===== config.mk =====
export PLATFORM = sky130hd
export DESIGN_NAME = nmeapf_coord
export DESIGN_NICKNAME = d
export VERILOG_FILES = /design/src/design/nmea_position_fix_parser_macros.svh /design/src/design/nmeapf_pkg.sv /design/src/design/nmeapf_coord.sv
export SDC_FILE = /design/constraint.sdc
export NUM_CORES = 2
export LEC_CHECK = 0
export BUFFER_PORTS_ARGS = -buffer_cell sky130_fd_sc_hd__buf_4
export CAP_MARGIN = 20
export CELL_PAD_IN_SITES_DETAIL_PLACEMENT = 1
export CELL_PAD_IN_SITES_GLOBAL_PLACEMENT = 1
export CORE_MARGIN = 4
export CORE_UTILIZATION = 55
export CTS_BUF_LIST = sky130_fd_sc_hd__clkbuf_16
export DETAILED_ROUTE_END_ITERATION = 12
export PLACE_DENSITY = 0.92
export SYNTH_ARGS = -nofsm -noshare
export SYNTH_HDL_FRONTEND = slang
export SYNTH_SLANG_ARGS = --single-unit

===== constraint.sdc =====
create_clock -name clk_i -period 14.8 [get_ports clk_i]
set_input_delay 1.48 -clock clk_i [delete_from_list [all_inputs] [get_ports clk_i]]
set_output_delay 1.48 -clock clk_i [all_outputs]
set_load 0.01 [all_outputs]

===== src/design/nmea_position_fix_parser_macros.svh =====
// Assertion macros shared by the NMEA position parser RTL.
// Included by files that carry concurrent checks; depends on nothing else.
`ifndef NMEA_POSITION_FIX_PARSER_MACROS_SVH
`define NMEA_POSITION_FIX_PARSER_MACROS_SVH
`ifndef SYNTHESIS
`define NMEAPF_ASSERT(lbl, clk, rstn, prop) \
  lbl: assert property (@(posedge clk) disable iff (!rstn) prop) \
    else $error("assertion failed");
`define NMEAPF_ASSERT_ALWAYS(lbl, clk, prop) \
  lbl: assert property (@(posedge clk) prop) else $error("assertion failed");
`else
`define NMEAPF_ASSERT(lbl, clk, rstn, prop)
`define NMEAPF_ASSERT_ALWAYS(lbl, clk, prop)
`endif
`endif


===== src/design/nmeapf_pkg.sv =====
// Types, character codes and per-byte parsing functions of the NMEA parser.
// Used by nmeapf_parse, nmeapf_coord and the top level; depends on nothing.
`default_nettype none
package nmeapf_pkg;

  localparam int INT_W   = 20;  // integer part, up to six digits
  localparam int ICNT_W  = 3;
  localparam int FCNT_W  = 4;
  localparam int F6_W    = 20;  // fraction scaled to 1e-6 minute
  localparam int DEG_W   = 14;
  localparam int MI_W    = 7;
  localparam int MM_W    = 27;
  localparam int Q6_W    = 24;
  localparam int MAG_W   = 37;
  localparam int COORD_W = 35;

  localparam logic [7:0] CH_LF     = 8'h0A;
  localparam logic [7:0] CH_CR     = 8'h0D;
  localparam logic [7:0] CH_DOLLAR = 8'h24;
  localparam logic [7:0] CH_STAR   = 8'h2A;
  localparam logic [7:0] CH_COMMA  = 8'h2C;
  localparam logic [7:0] CH_DOT    = 8'h2E;
  localparam logic [7:0] CH_ZERO   = 8'h30;
  localparam logic [7:0] CH_NINE   = 8'h39;
  localparam logic [7:0] CH_A      = 8'h41;
  localparam logic [7:0] CH_S      = 8'h53;
  localparam logic [7:0] CH_W      = 8'h57;

  // Sentence names, candidate j at index j, first character in the top byte.
  localparam logic [5:0][39:0] NAMES = {"GNGGA", "GPGGA", "GPRMC", "GNRMC",
                                        "GPGLL", "GNGLL"};

  typedef enum logic [1:0] {
    STAT_FIX       = 2'd0,
    STAT_REJECT    = 2'd1,
    STAT_MALFORMED = 2'd2
  } status_e;

  typedef enum logic [1:0] {
    KIND_NONE = 2'd0,
    KIND_GLL  = 2'd1,
    KIND_RMC  = 2'd2,
    KIND_GGA  = 2'd3
  } kind_e;

  typedef enum logic [1:0] {
    VAL_EMPTY  = 2'd0,
    VAL_ACTIVE = 2'd1,
    VAL_ZERO   = 2'd2,
    VAL_OTHER  = 2'd3
  } validity_e;

  typedef enum logic [2:0] {
    ROLE_NONE,
    ROLE_LATNUM,
    ROLE_LATHEMI,
    ROLE_LONNUM,
    ROLE_LONHEMI,
    ROLE_VALID
  } role_e;

  typedef struct packed {
    logic [INT_W-1:0]  ival;
    logic [ICNT_W-1:0] icnt;
    logic [FCNT_W-1:0] fcnt;
    logic [F6_W-1:0]   f6;
    logic              dot;
    logic              bad;
    logic              nonempty;
  } num_acc_t;

  typedef struct packed {
    logic [3:0] fidx;
    logic [7:0] ccnt;
    logic [5:0] cand;
    kind_e      kind;
    num_acc_t   lat;
    num_acc_t   lon;
    logic       lat_neg;
    logic       lon_neg;
    validity_e  vcode;
    logic       last_comma;
  } parse_t;

  typedef struct packed {
    logic [INT_W-1:0] ival;
    logic [F6_W-1:0]  f6;
    logic             neg;
  } coord_t;

  typedef struct packed {
    status_e status;
    kind_e   kind;
    coord_t  lat;
    coord_t  lon;
  } line_t;

  function automatic parse_t parse_reset();
    parse_t p;
    p      = '0;
    p.cand = 6'h3F;
    return p;
  endfunction

  function automatic role_e field_role(kind_e k, logic [3:0] f);
    role_e r;
    r = ROLE_NONE;
    case (k)
      KIND_GLL: begin
        case (f)
          4'd1: r = ROLE_LATNUM;
          4'd2: r = ROLE_LATHEMI;
          4'd3: r = ROLE_LONNUM;
          4'd4: r = ROLE_LONHEMI;
          4'd6: r = ROLE_VALID;
          default: r = ROLE_NONE;
        endcase
      end
      KIND_RMC: begin
        case (f)
          4'd2: r = ROLE_VALID;
          4'd3: r = ROLE_LATNUM;
          4'd4: r = ROLE_LATHEMI;
          4'd5: r = ROLE_LONNUM;
          4'd6: r = ROLE_LONHEMI;
          default: r = ROLE_NONE;
        endcase
      end
      KIND_GGA: begin
        case (f)
          4'd2: r = ROLE_LATNUM;
          4'd3: r = ROLE_LATHEMI;
          4'd4: r = ROLE_LONNUM;
          4'd5: r = ROLE_LONHEMI;
          4'd6: r = ROLE_VALID;
          default: r = ROLE_NONE;
        endcase
      end
      default: r = ROLE_NONE;
    endcase
    return r;
  endfunction

  // Weight of the fraction digit at position k, in 1e-6 minute.
  function automatic logic [F6_W-1:0] frac_weight(logic [FCNT_W-1:0] k);
    logic [F6_W-1:0] w;
    case (k)
      4'd0: w = F6_W'(100000);
      4'd1: w = F6_W'(10000);
      4'd2: w = F6_W'(1000);
      4'd3: w = F6_W'(100);
      4'd4: w = F6_W'(10);
      4'd5: w = F6_W'(1);
      default: w = '0;
    endcase
    return w;
  endfunction

  function automatic num_acc_t num_char(num_acc_t n, logic [7:0] c,
                                        logic [ICNT_W-1:0] ilim,
                                        logic [FCNT_W-1:0] flim);
    num_acc_t   r;
    logic [3:0] d;
    r          = n;
    d          = c[3:0];
    r.nonempty = 1'b1;
    if (c >= CH_ZERO && c <= CH_NINE) begin
      if (n.dot) begin
        if (n.fcnt >= flim) begin
          r.bad = 1'b1;
        end else begin
          r.f6   = n.f6 + F6_W'(d) * frac_weight(n.fcnt);
          r.fcnt = n.fcnt + FCNT_W'(1);
        end
      end else begin
        if (n.icnt >= ilim) begin
          r.bad = 1'b1;
        end else begin
          r.ival = n.ival * INT_W'(10) + INT_W'(d);
          r.icnt = n.icnt + ICNT_W'(1);
        end
      end
    end else if (c == CH_DOT && !n.dot) begin
      r.dot = 1'b1;
    end else begin
      r.bad = 1'b1;
    end
    return r;
  endfunction

  function automatic parse_t parse_char(parse_t p, logic [7:0] c,
                                        logic [ICNT_W-1:0] ilim,
                                        logic [FCNT_W-1:0] flim);
    parse_t r;
    logic   first;
    r     = p;
    first = (p.ccnt == 8'd0);
    if (c == CH_COMMA) begin
      if (p.fidx == 4'd0) begin
        r.kind = KIND_NONE;
        if (p.ccnt == 8'd5) begin
          if (|p.cand[1:0])      r.kind = KIND_GLL;
          else if (|p.cand[3:2]) r.kind = KIND_RMC;
          else if (|p.cand[5:4]) r.kind = KIND_GGA;
        end
      end
      if (p.fidx != 4'd15) r.fidx = p.fidx + 4'd1;
      r.ccnt       = 8'd0;
      r.last_comma = 1'b1;
    end else begin
      r.last_comma = 1'b0;
      if (p.fidx == 4'd0) begin
        for (int j = 0; j < 6; j++) begin
          if (p.ccnt >= 8'd5 || NAMES[j][8*(4 - int'(p.ccnt[2:0])) +: 8] != c) begin
            r.cand[j] = 1'b0;
          end
        end
      end else if (p.fidx < 4'd7) begin
        case (field_role(p.kind, p.fidx))
          ROLE_LATNUM:  r.lat = num_char(p.lat, c, ilim, flim);
          ROLE_LONNUM:  r.lon = num_char(p.lon, c, ilim, flim);
          ROLE_LATHEMI: if (first) r.lat_neg = (c == CH_S || c == CH_W);
          ROLE_LONHEMI: if (first) r.lon_neg = (c == CH_S || c == CH_W);
          ROLE_VALID: begin
            if (!first)            r.vcode = VAL_OTHER;
            else if (c == CH_A)    r.vcode = VAL_ACTIVE;
            else if (c == CH_ZERO) r.vcode = VAL_ZERO;
            else                   r.vcode = VAL_OTHER;
          end
          default: ;
        endcase
      end
      if (p.ccnt != 8'd255) r.ccnt = p.ccnt + 8'd1;
    end
    return r;
  endfunction

endpackage
`default_nettype wire


===== src/design/nmeapf_coord.sv =====
// Coordinate conversion pipeline from ddmm integer and micro-minutes to
// 1e-7 degree, ending in the output register. Depends on nmeapf_pkg.
`default_nettype none
module nmeapf_coord (
  input  wire logic                              clk_i,
  input  wire logic                              rst_ni,
  input  wire logic                              valid_i,
  output logic                                   ready_o,
  input  wire nmeapf_pkg::line_t                 line_i,
  output logic                                   valid_o,
  input  wire logic                              ready_i,
  output nmeapf_pkg::status_e                    status_o,
  output nmeapf_pkg::kind_e                      kind_o,
  output logic signed [nmeapf_pkg::COORD_W-1:0]  lat_o,
  output logic signed [nmeapf_pkg::COORD_W-1:0]  lon_o
);

  // Reciprocals: exact floor quotients for x below 1e6 and below 1e8.
  localparam logic [20:0] RECIP100 = 21'd1342178;
  localparam logic [27:0] RECIP6   = 28'd178956971;

  typedef struct packed {
    logic [nmeapf_pkg::INT_W-1:0] ival;
    logic [nmeapf_pkg::DEG_W-1:0] deg;
    logic [nmeapf_pkg::F6_W-1:0]  f6;
    logic                         neg;
  } b_t;

  typedef struct packed {
    logic [nmeapf_pkg::MAG_W-1:0] degpart;
    logic [nmeapf_pkg::MI_W-1:0]  mi;
    logic [nmeapf_pkg::F6_W-1:0]  f6;
    logic                         neg;
  } c_t;

  typedef struct packed {
    logic [nmeapf_pkg::MAG_W-1:0] degpart;
    logic [nmeapf_pkg::MM_W-1:0]  mm;
    logic                         neg;
  } d_t;

  typedef struct packed {
    logic [nmeapf_pkg::MAG_W-1:0] degpart;
    logic [nmeapf_pkg::Q6_W-1:0]  q6;
    logic                         neg;
  } e_t;

  logic                a_v_q, b_v_q, c_v_q, d_v_q, e_v_q;
  logic                a_rdy, b_rdy, c_rdy, d_rdy, e_rdy, o_rdy;
  nmeapf_pkg::line_t   a_q;
  nmeapf_pkg::status_e b_st_q, c_st_q, d_st_q, e_st_q;
  nmeapf_pkg::kind_e   b_kd_q, c_kd_q, d_kd_q, e_kd_q;
  b_t                  b_lat_q, b_lon_q, b_lat_d, b_lon_d;
  c_t                  c_lat_q, c_lon_q, c_lat_d, c_lon_d;
  d_t                  d_lat_q, d_lon_q, d_lat_d, d_lon_d;
  e_t                  e_lat_q, e_lon_q, e_lat_d, e_lon_d;
  logic signed [nmeapf_pkg::COORD_W-1:0] lat_d, lon_d;

  assign o_rdy   = !valid_o || ready_i;
  assign e_rdy   = !e_v_q || o_rdy;
  assign d_rdy   = !d_v_q || e_rdy;
  assign c_rdy   = !c_v_q || d_rdy;
  assign b_rdy   = !b_v_q || c_rdy;
  assign a_rdy   = !a_v_q || b_rdy;
  assign ready_o = a_rdy;

  function automatic b_t stage_b(nmeapf_pkg::coord_t x);
    b_t          r;
    logic [40:0] prod;
    prod   = 41'(x.ival) * 41'(RECIP100);
    r.ival = x.ival;
    r.deg  = prod[27 +: nmeapf_pkg::DEG_W];
    r.f6   = x.f6;
    r.neg  = x.neg;
    return r;
  endfunction

  function automatic c_t stage_c(b_t x);
    c_t                           r;
    logic [nmeapf_pkg::INT_W-1:0] rem;
    rem       = x.ival - nmeapf_pkg::INT_W'(x.deg) * nmeapf_pkg::INT_W'(100);
    r.degpart = nmeapf_pkg::MAG_W'(x.deg) * nmeapf_pkg::MAG_W'(10000000);
    r.mi      = rem[nmeapf_pkg::MI_W-1:0];
    r.f6      = x.f6;
    r.neg     = x.neg;
    return r;
  endfunction

  function automatic d_t stage_d(c_t x);
    d_t r;
    r.degpart = x.degpart;
    r.mm      = nmeapf_pkg::MM_W'(x.mi) * nmeapf_pkg::MM_W'(1000000) +
                nmeapf_pkg::MM_W'(x.f6);
    r.neg     = x.neg;
    return r;
  endfunction

  function automatic e_t stage_e(d_t x);
    e_t          r;
    logic [55:0] prod;
    prod      = 56'(x.mm) * 56'(RECIP6);
    r.degpart = x.degpart;
    r.q6      = prod[30 +: nmeapf_pkg::Q6_W];
    r.neg     = x.neg;
    return r;
  endfunction

  function automatic logic [nmeapf_pkg::COORD_W-1:0] finish(e_t x, logic fix);
    logic [nmeapf_pkg::MAG_W-1:0] sum;
    logic [nmeapf_pkg::MAG_W-1:0] mag;
    sum = x.degpart + nmeapf_pkg::MAG_W'(x.q6);
    mag = x.neg ? (~sum + nmeapf_pkg::MAG_W'(1)) : sum;
    return fix ? mag[nmeapf_pkg::COORD_W-1:0] : '0;
  endfunction

  always_comb begin
    b_lat_d = stage_b(a_q.lat);
    b_lon_d = stage_b(a_q.lon);
    c_lat_d = stage_c(b_lat_q);
    c_lon_d = stage_c(b_lon_q);
    d_lat_d = stage_d(c_lat_q);
    d_lon_d = stage_d(c_lon_q);
    e_lat_d = stage_e(d_lat_q);
    e_lon_d = stage_e(d_lon_q);
    lat_d   = finish(e_lat_q, e_st_q == nmeapf_pkg::STAT_FIX);
    lon_d   = finish(e_lon_q, e_st_q == nmeapf_pkg::STAT_FIX);
  end

  always_ff @(posedge clk_i or negedge rst_ni) begin
    if (!rst_ni) begin
      a_v_q   <= 1'b0;
      b_v_q   <= 1'b0;
      c_v_q   <= 1'b0;
      d_v_q   <= 1'b0;
      e_v_q   <= 1'b0;
      valid_o <= 1'b0;
    end else begin
      if (a_rdy) a_v_q <= valid_i;
      if (b_rdy) b_v_q <= a_v_q;
      if (c_rdy) c_v_q <= b_v_q;
      if (d_rdy) d_v_q <= c_v_q;
      if (e_rdy) e_v_q <= d_v_q;
      if (o_rdy) valid_o <= e_v_q;
    end
  end

  always_ff @(posedge clk_i) begin
    if (a_rdy && valid_i) a_q <= line_i;
    if (b_rdy && a_v_q) begin
      b_st_q  <= a_q.status;
      b_kd_q  <= a_q.kind;
      b_lat_q <= b_lat_d;
      b_lon_q <= b_lon_d;
    end
    if (c_rdy && b_v_q) begin
      c_st_q  <= b_st_q;
      c_kd_q  <= b_kd_q;
      c_lat_q <= c_lat_d;
      c_lon_q <= c_lon_d;
    end
    if (d_rdy && c_v_q) begin
      d_st_q  <= c_st_q;
      d_kd_q  <= c_kd_q;
      d_lat_q <= d_lat_d;
      d_lon_q <= d_lon_d;
    end
    if (e_rdy && d_v_q) begin
      e_st_q  <= d_st_q;
      e_kd_q  <= d_kd_q;
      e_lat_q <= e_lat_d;
      e_lon_q <= e_lon_d;
    end
    if (o_rdy && e_v_q) begin
      status_o <= e_st_q;
      kind_o   <= e_kd_q;
      lat_o    <= lat_d;
      lon_o    <= lon_d;
    end
  end

endmodule
`default_nettype wire


# Word-level counts from Yosys, hierarchy flattened
# Index checks and enable logic that the tools add are counted.
totals:
  ff_bits: 596
  out_inout_bits: 76
  wordCells: 95
op_classes:
  addsub: 8
  n_mul: 10
  mux: 2
  bitwise: 2
  n_reduce_logical: 19
op_table:
  columns: ["cell", "count"]
  rows:
  - ["27-bit by 28-bit multiplier with 54-bit output (second input constant)", 2]
  - ["20-bit by 20-bit multiplier with 40-bit output (second input constant)", 2]
  - ["35-bit by 1-bit adder with 35-bit output (second input constant)", 2]
  - ["35-bit by 24-bit adder with 35-bit output", 2]
  - ["35-bit two-way mux", 2]
  - ["35-bit inverter", 2]
  - ["14-bit by 17-bit multiplier with 28-bit output (second input constant)", 2]
  - ["27-bit by 20-bit adder with 27-bit output", 2]
  - ["7-bit by 14-bit multiplier with 21-bit output (second input constant)", 2]
  - ["14-bit by 5-bit multiplier with 5-bit output (second input constant)", 2]
  - ["7-bit subtractor", 2]
  - ["1-bit logical AND", 6]
  - ["1-bit zero test", 6]
  - ["1-bit logical OR", 6]
  - ["2-bit zero test", 1]

# Logic depth before layout (Yosys ltp)
logic_depth:
  ltp_word: 8
  depth_mapped: 25

# Least setup slack after synthesis
# No wires, ideal clock.
synth_timing:
  kind: "input-to-reg"
  from: "input ready_i"
  to: "register e_kd_q[0], enable pin"
  setup_ps: 747
  arrival_time_ps: 9538
  slack_ps: 4515
  path_stages: 2
  path_buffers: 0
  cell_sequence: "nor2b_1 a21boi_0"
synth_via:
  elab_chain_cells: 3
synth_lines:
  columns: ["item", "line", "source"]
  rows:
  - ["start: declaration", "nmeapf_coord.sv:11", "input wire logic ready_i,"]
  - ["1-bit logical OR", "nmeapf_coord.sv:59", "assign o_rdy = !valid_o || ready_i;"]
  - ["1-bit logical OR", "nmeapf_coord.sv:60", "assign e_rdy = !e_v_q || o_rdy;"]
  - ["1-bit logical AND", "nmeapf_coord.sv:167", "if (e_rdy && d_v_q) begin"]
  - ["end signal: assignment", "nmeapf_coord.sv:169", "e_kd_q <= d_kd_q;"]
  - ["end: declaration", "nmeapf_coord.sv:52", "nmeapf_pkg::kind_e b_kd_q, c_kd_q, d_kd_q, e_kd_q;"]
# No other way between the ends.
# A chain may end at the register's enable or synchronous reset.

==> results_dict.tcl <==
set metrics [dict create \
    place.gp.congestion 0.929 \
    routed_via_density 5.78 \
    path_max_fanout 5 \
    synth_top_family_by_area "adder cells" \
    dieArea_sq_um 124000 \
    port_buffers 165 \
    cts-resized-gates 0 \
    crit_end "e_lon_q[24]" \
    grt_use_met1_pct 34.4 \
    fin_crit_sh_pct 58.3 \
    synth_seq_cells 596 \
    detail-route-antenna-nets 0 \
    status "completed" \
    tns_ps 0 \
    start_util_pct 55.7 \
    start_kind "flip-flop" \
    dp_hpwl_um 148000 \
    drc_errors 0 \
    yosys.area_share.simple_pct 4.64 \
    end_kind "flip-flop" \
    worstMarginPinSlew_ps 1060 \
    clk_pin_slew_worst_paths_ps 60 \
    h-tree-depth 3 \
    netlist_area_sq_um 64900 \
    numCtsBuffers 72 \
    antenna_found_initial 10 \
    r2r-start "d_lon_q[4]" \
    yosys.area_share.adder_pct 49.2 \
    wl_per_cell_um 24.6 \
    hold_buffers 0 \
    grt_max_degree 70 \
    core_area_sq_um 117000 \
    cts_tree "yes" \
    firstDrtPassIters 5 \
    setup_viol 0 \
    regToRegEndpoint "e_lon_q[24]" \
    syn-num-nets 7744 \
    grt_pass1_wl_um 289000 \
    clk_path_buf_depth 3 \
    r2r_slack_ps 6170 \
    first_global_vias 51000 \
    hp-class "reg2reg" \
    syn_area_per_cell_sq_um 11.6 \
    synth_ff_type "edfxtp_1" \
    cp_data_required_time_ps 15240 \
    die_h_um 352 \
    grt-ovfl-total 0 \
    synth-compound-area-share_pct 6.07 \
    grt-busiest-layer "met2" \
    relSlewSlack_pct 29.3 \
    dp_cells 7256 \
    async_reset_ff_share_pct 1.01 \
    hold_violations 0 \
    min_from "d_lat_q[49]" \
    insertion_delay_ps 710 \
    wl_um 182000 \
    muxShareOfSynthArea_pct 0.139 \
    drt-initial-drc-count 2690 \
    max_freq_ghz 0.116 \
    nets 7969 \
    slew_violations 0 \
    layout.cells.non_filler 7395 \
    grt_use_met3_pct 4.34 \
    arrival_ps 9060 \
    use_met2_pct 56.2 \
    crit_path_start "d_lon_q[4]" \
    layout_common_cells "inv_1, ha_1, fa_1, edfxtp_1, xnor2_1" \
    cts_setup_buffers 0 \
    fp.dieW_um 352 \
    crit_type "reg2reg" \
    ff2ff_path_depth 22 \
    vias 42700 \
    area_delta_synth_final_pct 8.58 \
    fp-row-count 125 \
    cap_violations 0 \
    layout.cells.most_common "inv_1" \
    synth_cell_types 82 \
    finalInstanceArea_sq_um 70500 \
    synthCells 5582 \
    cts_sinks 596 \
    cts-root-buf "clkbuf_16" \
    holdPathStages 0 \
    rsz0062_at_grt "false" \
    synth_edf_count 590 \
    yosysWarnings 0 \
    track_usage_pct 30.5 \
    dpl-instance-area_sq_um 68100 \
    finalCriticalPeriod_ps 8630 \
    ios 166 \
    ys_seq_area_share_pct 27.5 \
    fin_skew_ps 30.8 \
    synth-xor-area-share_pct 4.38 \
    final_layout_size_suffix_gt1_share_pct 5.64 \
]
[worst min path at each step]
| stage | to |
|---|---|
| floorplan | b_kd_q[0] |
| global placement | c_lat_q[22] |
| detailed placement | b_lat_q[0] |
| CTS | e_lat_q[46] |
| global route | e_lat_q[46] |
| finish | e_lat_q[46] |
[critical path, stage by stage (launching register included)]
cell	delay, ps
edfxtp_1	440
ha_1	390
fa_1	600
inv_1	140
fa_1	760
inv_1	110
fa_1	440
fa_1	550
inv_1	60
fa_1	500
fa_1	500
inv_1	40
ha_1	290
a211o_1	300
a21oi_1	190
nand2_1	90
o211ai_1	390
o21ai_0	290
a211oi_1	650
a21boi_0	390
a2111oi_0	840
o31ai_1	240
xnor2_1	180
[cell type report]
class                   instances  area (sq um)
fillers                     12100         46100
multi-input cells            3602         41900
flip-flops and latches        596         17900
inverters                    1358          5100
well taps                    1524          1910
clock buffers                  72          1800
repair buffers                177          1350
clock inverters                62           599
diodes                          4          10.0
[cells by family (layout without fill, tap and decap cells)]
group / Yosys count / in the layout
flip-flops: 596 / 596
other: 0 / 4
adder cells (fa/ha/maj): 2072 / 2072
AO/OA/AOI/OAI: 590 / 590
multiplexers: 9 / 9
AND/OR/NAND/NOR: 607 / 607
buffers and inverters: 1384 / 1669
XOR/XNOR: 324 / 324
[Yosys cell counts, drive strengths merged (14+ instances only)]
cell type,instances,share of area [%]
nor2b,26,0.25
nand3,48,0.37
nor3,46,0.36
xor2,112,1.5
and3,28,0.28
o31ai,28,0.33
a211oi,20,0.23
a21boi,15,0.17
o21a,29,0.34
nand2,120,0.69
nand4,29,0.29
or3,22,0.22
inv,1358,7.8
xnor2,212,2.9
o21ai,104,0.80
o211ai,18,0.21
edfxtp,590,27
nor2,190,1.1
fa,804,25
a21oi,149,1.1
a31oi,15,0.14
a211o,14,0.19
o21bai,31,0.36
ha,1268,24
a21o,87,1.0
clkbuf,22,0.14
and2,15,0.14
nand2b,23,0.22
[metrics by stage]
stage	hold slack (ps)	setup slack, ps	utilization, %
global route	419	5760	60.4
global placement	400	6740	58.4
finish	403	6170	60.4
CTS	402	6280	60.4
detailed placement	405	6310	58.4
floorplan	400	4520	-
[metal layers]
metal | wire [um] | share of wire (%) | vias up
li1 | - | - | 18900
met1 | 68000 | 37 | 21900
met2 | 95800 | 53 | 1339
met3 | 7850 | 4.3 | 580
met4 | 10400 | 5.7 | 12
met5 | 75 | 0.041 | -
[flip-flops by register name, indices dropped and copies added, names as in the netlist, 35 cells and up]
| name | flops |
|---|---|
| c_lon_q | 56 |
| lon_o | 35 |
| d_lon_q | 56 |
| c_lat_q | 56 |
| e_lon_q | 53 |
| e_lat_q | 53 |
| lat_o | 35 |
| b_lat_q | 42 |
| d_lat_q | 56 |
| b_lon_q | 42 |
| a_q | 86 |
Power is not shown: default switching activity piles up to over one toggle a cycle in this logic, so the estimate is an artifact.
