[src/design/nmea_position_fix_parser_macros.svh]
// Assertion macros shared by the NMEA position parser RTL.
// Included by files that carry concurrent checks; depends on nothing else.
`ifndef NMEA_POSITION_FIX_PARSER_MACROS_SVH
`define NMEA_POSITION_FIX_PARSER_MACROS_SVH
`ifndef SYNTHESIS
`define NMEAPF_ASSERT(lbl, clk, rstn, prop) \
  lbl: assert property (@(posedge clk) disable iff (!rstn) prop) \
    else $error("assertion failed");
`define NMEAPF_ASSERT_ALWAYS(lbl, clk, prop) \
  lbl: assert property (@(posedge clk) prop) else $error("assertion failed");
`else
`define NMEAPF_ASSERT(lbl, clk, rstn, prop)
`define NMEAPF_ASSERT_ALWAYS(lbl, clk, prop)
`endif
`endif

[src/design/nmeapf_pkg.sv]
// Types, character codes and per-byte parsing functions of the NMEA parser.
// Used by nmeapf_parse, nmeapf_coord and the top level; depends on nothing.
`default_nettype none
package nmeapf_pkg;

  localparam int INT_W   = 20;  // integer part, up to six digits
  localparam int ICNT_W  = 3;
  localparam int FCNT_W  = 4;
  localparam int F6_W    = 20;  // fraction scaled to 1e-6 minute
  localparam int DEG_W   = 14;
  localparam int MI_W    = 7;
  localparam int MM_W    = 27;
  localparam int Q6_W    = 24;
  localparam int MAG_W   = 37;
  localparam int COORD_W = 35;

  localparam logic [7:0] CH_LF     = 8'h0A;
  localparam logic [7:0] CH_CR     = 8'h0D;
  localparam logic [7:0] CH_DOLLAR = 8'h24;
  localparam logic [7:0] CH_STAR   = 8'h2A;
  localparam logic [7:0] CH_COMMA  = 8'h2C;
  localparam logic [7:0] CH_DOT    = 8'h2E;
  localparam logic [7:0] CH_ZERO   = 8'h30;
  localparam logic [7:0] CH_NINE   = 8'h39;
  localparam logic [7:0] CH_A      = 8'h41;
  localparam logic [7:0] CH_S      = 8'h53;
  localparam logic [7:0] CH_W      = 8'h57;

  // Sentence names, candidate j at index j, first character in the top byte.
  localparam logic [5:0][39:0] NAMES = {"GNGGA", "GPGGA", "GPRMC", "GNRMC",
                                        "GPGLL", "GNGLL"};

  typedef enum logic [1:0] {
    STAT_FIX       = 2'd0,
    STAT_REJECT    = 2'd1,
    STAT_MALFORMED = 2'd2
  } status_e;

  typedef enum logic [1:0] {
    KIND_NONE = 2'd0,
    KIND_GLL  = 2'd1,
    KIND_RMC  = 2'd2,
    KIND_GGA  = 2'd3
  } kind_e;

  typedef enum logic [1:0] {
    VAL_EMPTY  = 2'd0,
    VAL_ACTIVE = 2'd1,
    VAL_ZERO   = 2'd2,
    VAL_OTHER  = 2'd3
  } validity_e;

  typedef enum logic [2:0] {
    ROLE_NONE,
    ROLE_LATNUM,
    ROLE_LATHEMI,
    ROLE_LONNUM,
    ROLE_LONHEMI,
    ROLE_VALID
  } role_e;

  typedef struct packed {
    logic [INT_W-1:0]  ival;
    logic [ICNT_W-1:0] icnt;
    logic [FCNT_W-1:0] fcnt;
    logic [F6_W-1:0]   f6;
    logic              dot;
    logic              bad;
    logic              nonempty;
  } num_acc_t;

  typedef struct packed {
    logic [3:0] fidx;
    logic [7:0] ccnt;
    logic [5:0] cand;
    kind_e      kind;
    num_acc_t   lat;
    num_acc_t   lon;
    logic       lat_neg;
    logic       lon_neg;
    validity_e  vcode;
    logic       last_comma;
  } parse_t;

  typedef struct packed {
    logic [INT_W-1:0] ival;
    logic [F6_W-1:0]  f6;
    logic             neg;
  } coord_t;

  typedef struct packed {
    status_e status;
    kind_e   kind;
    coord_t  lat;
    coord_t  lon;
  } line_t;

  function automatic parse_t parse_reset();
    parse_t p;
    p      = '0;
    p.cand = 6'h3F;
    return p;
  endfunction

  function automatic role_e field_role(kind_e k, logic [3:0] f);
    role_e r;
    r = ROLE_NONE;
    case (k)
      KIND_GLL: begin
        case (f)
          4'd1: r = ROLE_LATNUM;
          4'd2: r = ROLE_LATHEMI;
          4'd3: r = ROLE_LONNUM;
          4'd4: r = ROLE_LONHEMI;
          4'd6: r = ROLE_VALID;
          default: r = ROLE_NONE;
        endcase
      end
      KIND_RMC: begin
        case (f)
          4'd2: r = ROLE_VALID;
          4'd3: r = ROLE_LATNUM;
          4'd4: r = ROLE_LATHEMI;
          4'd5: r = ROLE_LONNUM;
          4'd6: r = ROLE_LONHEMI;
          default: r = ROLE_NONE;
        endcase
      end
      KIND_GGA: begin
        case (f)
          4'd2: r = ROLE_LATNUM;
          4'd3: r = ROLE_LATHEMI;
          4'd4: r = ROLE_LONNUM;
          4'd5: r = ROLE_LONHEMI;
          4'd6: r = ROLE_VALID;
          default: r = ROLE_NONE;
        endcase
      end
      default: r = ROLE_NONE;
    endcase
    return r;
  endfunction

  // Weight of the fraction digit at position k, in 1e-6 minute.
  function automatic logic [F6_W-1:0] frac_weight(logic [FCNT_W-1:0] k);
    logic [F6_W-1:0] w;
    case (k)
      4'd0: w = F6_W'(100000);
      4'd1: w = F6_W'(10000);
      4'd2: w = F6_W'(1000);
      4'd3: w = F6_W'(100);
      4'd4: w = F6_W'(10);
      4'd5: w = F6_W'(1);
      default: w = '0;
    endcase
    return w;
  endfunction

  function automatic num_acc_t num_char(num_acc_t n, logic [7:0] c,
                                        logic [ICNT_W-1:0] ilim,
                                        logic [FCNT_W-1:0] flim);
    num_acc_t   r;
    logic [3:0] d;
    r          = n;
    d          = c[3:0];
    r.nonempty = 1'b1;
    if (c >= CH_ZERO && c <= CH_NINE) begin
      if (n.dot) begin
        if (n.fcnt >= flim) begin
          r.bad = 1'b1;
        end else begin
          r.f6   = n.f6 + F6_W'(d) * frac_weight(n.fcnt);
          r.fcnt = n.fcnt + FCNT_W'(1);
        end
      end else begin
        if (n.icnt >= ilim) begin
          r.bad = 1'b1;
        end else begin
          r.ival = n.ival * INT_W'(10) + INT_W'(d);
          r.icnt = n.icnt + ICNT_W'(1);
        end
      end
    end else if (c == CH_DOT && !n.dot) begin
      r.dot = 1'b1;
    end else begin
      r.bad = 1'b1;
    end
    return r;
  endfunction

  function automatic parse_t parse_char(parse_t p, logic [7:0] c,
                                        logic [ICNT_W-1:0] ilim,
                                        logic [FCNT_W-1:0] flim);
    parse_t r;
    logic   first;
    r     = p;
    first = (p.ccnt == 8'd0);
    if (c == CH_COMMA) begin
      if (p.fidx == 4'd0) begin
        r.kind = KIND_NONE;
        if (p.ccnt == 8'd5) begin
          if (|p.cand[1:0])      r.kind = KIND_GLL;
          else if (|p.cand[3:2]) r.kind = KIND_RMC;
          else if (|p.cand[5:4]) r.kind = KIND_GGA;
        end
      end
      if (p.fidx != 4'd15) r.fidx = p.fidx + 4'd1;
      r.ccnt       = 8'd0;
      r.last_comma = 1'b1;
    end else begin
      r.last_comma = 1'b0;
      if (p.fidx == 4'd0) begin
        for (int j = 0; j < 6; j++) begin
          if (p.ccnt >= 8'd5 || NAMES[j][8*(4 - int'(p.ccnt[2:0])) +: 8] != c) begin
            r.cand[j] = 1'b0;
          end
        end
      end else if (p.fidx < 4'd7) begin
        case (field_role(p.kind, p.fidx))
          ROLE_LATNUM:  r.lat = num_char(p.lat, c, ilim, flim);
          ROLE_LONNUM:  r.lon = num_char(p.lon, c, ilim, flim);
          ROLE_LATHEMI: if (first) r.lat_neg = (c == CH_S || c == CH_W);
          ROLE_LONHEMI: if (first) r.lon_neg = (c == CH_S || c == CH_W);
          ROLE_VALID: begin
            if (!first)            r.vcode = VAL_OTHER;
            else if (c == CH_A)    r.vcode = VAL_ACTIVE;
            else if (c == CH_ZERO) r.vcode = VAL_ZERO;
            else                   r.vcode = VAL_OTHER;
          end
          default: ;
        endcase
      end
      if (p.ccnt != 8'd255) r.ccnt = p.ccnt + 8'd1;
    end
    return r;
  endfunction

endpackage
`default_nettype wire

[src/design/nmeapf_parse.sv]
// Per-byte line parser: line length, parse state and the star snapshot.
// Depends on nmeapf_pkg; hands a line summary to nmeapf_coord on LF.
`default_nettype none
module nmeapf_parse #(
  parameter int LINE_MAX    = 255,
  parameter int INT_DIGITS  = 5,
  parameter int FRAC_DIGITS = 6
) (
  input  wire logic              clk_i,
  input  wire logic              rst_ni,
  input  wire logic              fire_i,   // byte taken this cycle
  input  wire logic [7:0]        byte_i,
  output nmeapf_pkg::line_t      line_o,   // summary of the stored line
  output logic                   eol_o     // LF taken this cycle
);

  localparam int LEN_W = $clog2(LINE_MAX + 1);

  logic [LEN_W-1:0]   len_q, len_d;
  logic               star_q, star_d;
  nmeapf_pkg::parse_t cur_q, cur_d;
  nmeapf_pkg::parse_t snap_q, snap_d;
  nmeapf_pkg::parse_t p;
  logic               count_ok, ok;

  assign eol_o = fire_i && (byte_i == nmeapf_pkg::CH_LF);

  always_comb begin
    len_d  = len_q;
    star_d = star_q;
    cur_d  = cur_q;
    snap_d = snap_q;
    if (eol_o) begin
      len_d  = '0;
      star_d = 1'b0;
      cur_d  = nmeapf_pkg::parse_reset();
      snap_d = nmeapf_pkg::parse_reset();
    end else if (fire_i && byte_i != nmeapf_pkg::CH_CR && len_q < LEN_W'(LINE_MAX)) begin
      len_d = len_q + LEN_W'(1);
      if (!(len_q == '0 && byte_i == nmeapf_pkg::CH_DOLLAR)) begin
        if (byte_i == nmeapf_pkg::CH_STAR) begin
          snap_d = cur_q;
          star_d = 1'b1;
        end
        cur_d = nmeapf_pkg::parse_char(cur_q, byte_i,
                                       nmeapf_pkg::ICNT_W'(INT_DIGITS),
                                       nmeapf_pkg::FCNT_W'(FRAC_DIGITS));
      end
    end
  end

  always_ff @(posedge clk_i or negedge rst_ni) begin
    if (!rst_ni) begin
      len_q  <= '0;
      star_q <= 1'b0;
      cur_q  <= nmeapf_pkg::parse_reset();
      snap_q <= nmeapf_pkg::parse_reset();
    end else begin
      len_q  <= len_d;
      star_q <= star_d;
      cur_q  <= cur_d;
      snap_q <= snap_d;
    end
  end

  // Line verdict, taken from the state before the last star if there was one.
  always_comb begin
    p        = star_q ? snap_q : cur_q;
    count_ok = (p.fidx >= 4'd7) || (p.fidx == 4'd6 && !p.last_comma);
    ok       = (len_q >= LEN_W'(6)) && count_ok && (p.kind != nmeapf_pkg::KIND_NONE);
    if (p.kind == nmeapf_pkg::KIND_GGA) ok = ok && (p.vcode != nmeapf_pkg::VAL_ZERO);
    else                                ok = ok && (p.vcode == nmeapf_pkg::VAL_ACTIVE);
    ok = ok && p.lat.nonempty && p.lon.nonempty;

    line_o.kind   = p.kind;
    line_o.status = nmeapf_pkg::STAT_REJECT;
    if (ok) begin
      if (p.lat.bad || (p.lat.icnt == '0 && p.lat.fcnt == '0) ||
          p.lon.bad || (p.lon.icnt == '0 && p.lon.fcnt == '0)) begin
        line_o.status = nmeapf_pkg::STAT_MALFORMED;
      end else begin
        line_o.status = nmeapf_pkg::STAT_FIX;
      end
    end
    line_o.lat.ival = p.lat.ival;
    line_o.lat.f6   = p.lat.f6;
    line_o.lat.neg  = p.lat_neg;
    line_o.lon.ival = p.lon.ival;
    line_o.lon.f6   = p.lon.f6;
    line_o.lon.neg  = p.lon_neg;
  end

endmodule
`default_nettype wire

[config.mk]
export PLATFORM = sky130hd
export DESIGN_NAME = nmeapf_parse
export DESIGN_NICKNAME = d
export VERILOG_FILES = /design/src/design/nmea_position_fix_parser_macros.svh /design/src/design/nmeapf_pkg.sv /design/src/design/nmeapf_parse.sv
export SDC_FILE = /design/constraint.sdc
export NUM_CORES = 1
export LEC_CHECK = 0
export CELL_PAD_IN_SITES_DETAIL_PLACEMENT = 0
export CELL_PAD_IN_SITES_GLOBAL_PLACEMENT = 1
export CORE_MARGIN = 3
export CORE_UTILIZATION = 54
export DETAILED_ROUTE_END_ITERATION = 6
export DONT_BUFFER_PORTS = 1
export PLACE_DENSITY_LB_ADDON = 0.05
export SLEW_MARGIN = 25
export SYNTH_ARGS = -nofsm -noshare
export SYNTH_HDL_FRONTEND = slang
export SYNTH_SLANG_ARGS = --single-unit
export TNS_END_PERCENT = 5
[constraint.sdc]
create_clock -name clk_i -period 8.5 [get_ports clk_i]
set_clock_uncertainty 0.15 [all_clocks]
set_input_delay 1.275 -clock clk_i [delete_from_list [all_inputs] [get_ports clk_i]]
set_output_delay 1.275 -clock clk_i [all_outputs]
set_load 0.05 [all_outputs]
* Yosys cells after proc, flatten, opt, wreduce, memory -nomap -nowiden
Cells that the tools add are included.
** Storage, ports and cells
- Register bits :: 259
- Bits in latches :: 0
- Bits in writable memories :: 0
- ROM bits :: 0
- Bits of input ports :: 11
- Output and inout bits :: 87
- Logic and storage cells :: 342
- Memories :: 0
** Operators by class
- Add/sub/neg operators :: 12
- Multiply operators :: 4
- Divide/modulo/power cells :: 0
- $lt $le $gt $ge :: 11
- Equal/unequal tests :: 63
- Shift-type cells :: 6
- Muxes and demuxes :: 104
- Bitwise logic cells :: 0
- Reduce and logical (&&, ||, !) cells :: 91
** Operator list (count)
- two-way mux 125 bit :: 8
- two-way mux 20 bit :: 20
- two-way mux 104 bit :: 3
- variable part select 40 x 7 -> 8 bit, first input constant :: 6
- one-hot mux 17 bit (6 select lines) :: 2
- two-way mux 50 bit :: 2
- two-way mux 24 bit :: 4
- two-way mux 47 bit :: 2
- two-way mux 23 bit :: 4
- AND reduction 9 bit :: 6
- inequality test 8 bit :: 6
- nonzero test 2 bit :: 24
- one-hot mux 3 bit (5 select lines) :: 3
- adder 20 bit :: 2
- adder 20 x 4 -> 20 bit :: 2
- == test 8 x 6 -> 1 bit, second input constant :: 5
- multiplier 20 x 3 -> 19 bit, second input constant :: 2
- multiplier 4 x 20 -> 20 bit :: 2
- == test 4 x 3 -> 1 bit, second input constant :: 8
- two-way mux 8 bit :: 4
- two-way mux 1 bit :: 30
- AND reduction 5 bit :: 6
- == test 4 x 2 -> 1 bit, second input constant :: 6
- == test 8 x 7 -> 1 bit, second input constant :: 3
- 45 further kinds :: 131

* Depth between registers and ports, before layout
- Word-level depth :: 29
- Depth in mapped cells :: 21
- Mapped depth without buffers :: 21

* Worst setup path before layout
No wires, ideal clock.
- Kind :: in2reg
- Start :: input port byte_i[3]
- End :: register cur_q[27] in the netlist's numbering
- Setup time :: 124 ps
- Data arrival time :: 5630 ps
- Required time :: 8226 ps
- Slack :: 2596 ps
- Stages on the path :: 19
- Buffers on the path :: 2
- Cell sequence :: clkbuf_1 -> clkbuf_1 -> and3_1 -> or2_2 -> fa_1 -> fa_1 -> inv_1 -> fa_1 -> inv_1 -> ha_1 -> a21o_1 -> a21oi_1 -> nand3b_1 -> o21ai_0 -> o221ai_1 -> o41ai_1 -> xnor2_1 -> nand2_1 -> mux2i_1
** On the way
- Word-level cells in the longest chain between the ends :: 12
- Elaborated cells on any way between the ends :: 33
- Classes of those cells :: add/sub: 1; mul: 1; order compare: 2; eq/ne: 8; mux: 10; reduce/logical: 11
** Ends and longest elaborated chain
- start, declared :: RTL line nmeapf_parse.sv:12 : input wire logic [7:0] byte_i,
- multiplier 4 x 20 -> 20 bit :: RTL line nmeapf_pkg.sv:172 : r.f6 = n.f6 + F6_W'(d) * frac_weight(n.fcnt);
- adder 20 bit :: RTL line nmeapf_pkg.sv:172
- two-way mux 24 bit :: RTL line nmeapf_pkg.sv:169 : if (n.fcnt >= flim) begin
- two-way mux 24 bit :: RTL line nmeapf_pkg.sv:168 : if (n.dot) begin
- two-way mux 47 bit :: RTL line nmeapf_pkg.sv:167 : if (c >= CH_ZERO && c <= CH_NINE) begin
- two-way mux 50 bit :: RTL line nmeapf_pkg.sv:219 : case (field_role(p.kind, p.fidx))
- two-way mux 104 bit :: RTL line nmeapf_pkg.sv:218 : end else if (p.fidx < 4'd7) begin
- two-way mux 104 bit :: RTL line nmeapf_pkg.sv:212 : if (p.fidx == 4'd0) begin
- two-way mux 104 bit :: RTL line nmeapf_pkg.sv:198 : if (c == CH_COMMA) begin
- two-way mux 125 bit :: RTL line nmeapf_parse.sv:40 : if (!(len_q == '0 && byte_i == nmeapf_pkg::CH_DOLLAR)) begin
- two-way mux 125 bit :: RTL line nmeapf_parse.sv:38 : end else if (fire_i && byte_i != nmeapf_pkg::CH_CR && len_q < LEN_W'(LINE_MAX)) begin
- two-way mux 125 bit :: RTL line nmeapf_parse.sv:33 : if (eol_o) begin
- end signal, assigned :: RTL line nmeapf_parse.sv:56 : cur_q <= nmeapf_pkg::parse_reset();
- end signal, assigned :: RTL line nmeapf_parse.sv:61 : cur_q <= cur_d;
- end, declared :: RTL line nmeapf_parse.sv:21 : nmeapf_pkg::parse_t cur_q, cur_d;
Parallel ways exist; a longest one is shown, timed or not. The select of a mux whose other input is x is not followed.
A chain may end at the register's enable or synchronous reset.

* Worst setup path in the final report
- Start :: register cur_q[31] in the netlist's numbering
- End :: register cur_q[27] in the netlist's numbering
** On the way
- Word-level cells in the longest chain between the ends :: 24
- Elaborated cells on any way between the ends :: 32
- Classes of those cells :: add/sub: 1; mul: 1; order compare: 1; eq/ne: 6; mux: 21; reduce/logical: 2
** Ends and longest elaborated chain
- == test 4 x 3 -> 1 bit (tied with other cells) :: RTL line nmeapf_pkg.sv:147 : case (k)
- one-hot mux 17 bit (6 select lines) :: RTL line nmeapf_pkg.sv:147
- two-way mux 20 bit :: RTL line nmeapf_pkg.sv:169
- two-way mux 20 bit :: RTL line nmeapf_pkg.sv:168
- two-way mux 20 bit :: RTL line nmeapf_pkg.sv:167
- two-way mux 20 bit :: RTL line nmeapf_pkg.sv:219
- two-way mux 20 bit :: RTL line nmeapf_pkg.sv:218
- two-way mux 20 bit :: RTL line nmeapf_pkg.sv:212
- (+8 left out)
- two-way mux 47 bit :: RTL line nmeapf_pkg.sv:167
- two-way mux 50 bit :: RTL line nmeapf_pkg.sv:219
- two-way mux 104 bit :: RTL line nmeapf_pkg.sv:218
- two-way mux 104 bit :: RTL line nmeapf_pkg.sv:212
- two-way mux 104 bit :: RTL line nmeapf_pkg.sv:198
- two-way mux 125 bit :: RTL line nmeapf_parse.sv:40
- two-way mux 125 bit :: RTL line nmeapf_parse.sv:38
- two-way mux 125 bit :: RTL line nmeapf_parse.sv:33
Parallel ways exist; a longest one is shown, timed or not. The select of a mux whose other input is x is not followed.

==> qor.csv <==
stage,metric,value,unit
placement,hpwl,31090,µm
job,drv_cap,0,
logic_synthesis,synth_cell_types,88,
logic_synthesis,syn_area,0.01935,mm²
logic_synthesis,synth_nets,2520,
drt,drtIter0Drc,830,
cells_and_area,fin_nets,2454,
logic_synthesis,synth_commonest_cells,"nand2_1 (361), dfrtp_1 (237), o21ai_0 (227)",
sta,worst_slew_pin_slew,1.050,ns
sta,hold_viol,0,
clocking,cts_setup_buffers,0,
logic_synthesis,postSynthAreaPerCell,8.500,µm²
logic_synthesis,synth_top_area_share,0.3064,
critical_path,crit_type,reg2reg,
pwr,ir_drop,150.0,µV
placement,dp_cells,2635,
die,fp.dieH,195.3,µm
critical_path,critPathSlowestCell,nor2_1,
outcome,run_status,"finished, final reports clean",
sta,maxSlewViolCount,0,
drt,viasPerCell,5.630,
clocking,cts_max_level,1,
logic_synthesis,synth_flop_cell,dfrtp_1,
placement,gp_congestion,0.8368,
clocking,cts_num_sinks,243,
logic_synthesis,ys_seq_area_frac,0.3146,
logic_synthesis,yosysMostFrequentCell,nand2_1,
logic_synthesis,ys_ff_latch,243,
grt,grt_max_degree,244,
sta,max_freq,174.9,MHz
sta,setup_viol,0,
sta,max_slew_margin,0.2952,
grt,grt_pass1_wl,76580,µm
grt,grt_usage,0.2373,
die,dieWidth,195.3,µm
cells_and_area,final_cell_count_no_fill,2688,
critical_path,cp.required,8.79,ns
cells_and_area,synthToLayoutAreaGrowth,6.491,%
grt,grt.overflow.total,0,
drt,vias,15133,
pwr,p_leak,9.767,nW
drt,first_pass_iters,5,
clocking,clkSlewWorstSetupHoldPaths,0.06,ns
die,start_util,0.5535,
pwr,p_per_area,149.7,mW/mm²
logic_synthesis,async_reset_ff_frac,1.000,
clocking,cts_made_buffers,29,
grt,antenna_found_initial,1,
clocking,clk_root_buffer_cell,clkbuf_16,
cells_and_area,multiInputGateArea,0.01209,mm²
logic_synthesis,ys_top_cells_by_area,"dfrtp_1 (31%), ha_1 (10%), fa_1 (7.7%), nand2_1 (7.0%), o21ai_0 (5.9%)",
die,core,0.03497,mm²
placement,port_buffers,0,
cells_and_area,fillCellCount,3159,
critical_path,cpPeakStageDelay,0.68,ns
clocking,ctsResizeCount,0,
clocking,insertion_delay,0.57,ns
critical_path,crit_start,cur_q[31],
clocking,cts_buffer_depth,3,
drt,antenna_left,0,
drt,route.detailed.drc,0,
sta,timing.final.crit_share,0.6725,
drt,wirelength,44450,µm
cells_and_area,drive_gt1_frac,0.07031,
die,die_area,0.03815,mm²
drt,wl_per_cell,16.54,µm
critical_path,endpoint_kind,flop,
placement,place_area,0.01962,mm²
logic_synthesis,yosysTopAreaCell,dfrtp_1,
logic_synthesis,synth_cells,2277,
logic_synthesis,synth_edf_count,0,
critical_path,rr_startpoint,cur_q[31],
clocking,ctsHoldBuffers,0,
critical_path,cp_common_cell,fa_1,
cells_and_area,design_area,0.02061,mm²
critical_path,critPathLaunchType,flop,
critical_path,worstPathArrival,6.01,ns
cells_and_area,n_antenna_cell,0,
die,row_count,68,
critical_path,crit_chain,nor2_1 -> o21a_1 -> and2_1 -> or2_2 -> fa_1 -> fa_1 -> inv_1 -> fa_1 -> inv_1 -> ha_1 -> a21o_1 -> a21oi_1 -> nand3b_1 -> o21ai_0 -> o221ai_1 -> o41ai_1 -> xnor2_1 -> nand2_1 -> mux2i_1,
critical_path,worstPathMaxFanout,16,
sta,period_minus_slack,5.716,ns
min_path,min_path_type,in2async,
clocking,cts_tree,yes,
die,io_pins,98,
grt,first_global_vias,15124,
logic_synthesis,synth_warnings,0,
cells_and_area,seq_area,0.006092,mm²
sta,tns,0,ns
sta,rsz0062_at_grt,false,
[final timing paths]
| kind | to | slack [ns] | depth (start not counted) |
|---|---|---|---|
| max | cur_q[27] | 2.78 | 19 |
| min | snap_q[20] | 0.25 | 0 |
| max reg2reg | cur_q[27] | 2.78 | 19 |
| min reg2reg | snap_q[65] | 0.32 | 2 |
| max in group asynchronous | star_q | 7.33 | 0 |
| min in group clk_i | snap_q[65] | 0.32 | 2 |
[sequential cells by signal (all words and copies together) (netlist names)]
register	count
star_q	1
len_q	8
snap_q	109
cur_q	125
[cell type report]
cell class,instances,share of cell area
tap,455,0.02762
clock buffer,40,0.04013
clock inverter,13,0.007346
sequential,243,0.2956
timing repair buffer,9,0.003460
inverter,216,0.03934
multi-input combinational,1712,0.5865
[report_power, final]
| group | total [mW] | internal [mW] | switching, mW | leakage, nW |
|---|---|---|---|---|
| clock | 1.28 | 0.768 | 0.513 | 0.477 |
| combinational | 0.547 | 0.233 | 0.314 | 6.04 |
| sequential | 1.26 | 1.19 | 0.0651 | 3.25 |
| total | 3.09 | 2.19 | 0.892 | 9.77 |
[worst max-delay path, delay by kind of cell (launching register included)]
family / cells / cell delay, ns
buf+inv: 2 / 0.09
flops: 1 / 0.46
fa+ha+maj: 4 / 1.81
simple gates: 5 / 1.18
mux: 1 / 0.14
compound gates: 6 / 1.60
xor+xnor: 1 / 0.16
[layout by cell type, fill, tap and decap left out, types with 21 or more instances in the layout]
cell type / instances
nor3_1: 46
xor2_1: 43
mux2i_1: 30
xnor2_1: 79
a21oi_1: 67
or2_2: 21
fa_1: 74
nor2_1: 148
o21ai_0: 192
mux2_2: 53
and3_1: 35
clkbuf_16: 29
nand2_1: 360
ha_1: 158
o21ai_1: 38
and2_1: 49
dfrtp_1: 236
a211oi_1: 21
nand3_1: 34
inv_1: 212
[kinds of logic after synthesis]
family	count (synthesis)	share of synthesized area
buffers and inverters	322	0.06316
adders and majority gates	233	0.1792
xor gates and xnor gates	123	0.05637
muxes	83	0.04635
DFF	243	0.3146
AOI/OAI and AO/OA	468	0.1473
and+or+nand+nor	805	0.1930
[metrics by stage]
stage	utilization	power [mW]	setup WS [ns]	hold slack [ns]
after floorplan	-	1.727	2.596	0.2998
after global placement	0.5608	1.813	2.603	0.3057
after detailed placement	0.5611	1.821	2.548	0.3129
after CTS	0.5891	3.119	2.791	0.2240
after global routing	0.5894	3.257	2.325	0.2225
final	0.5894	3.085	2.784	0.2510
[routing by layer]
metal | GRT usage | share of wire
met5 | 0 | 0.00038
met2 | 0.3934 | 0.46
met3 | 0.03778 | 0.044
met1 | 0.3299 | 0.48
met4 | 0.05466 | 0.018
(Power assumes the default switching activity.)
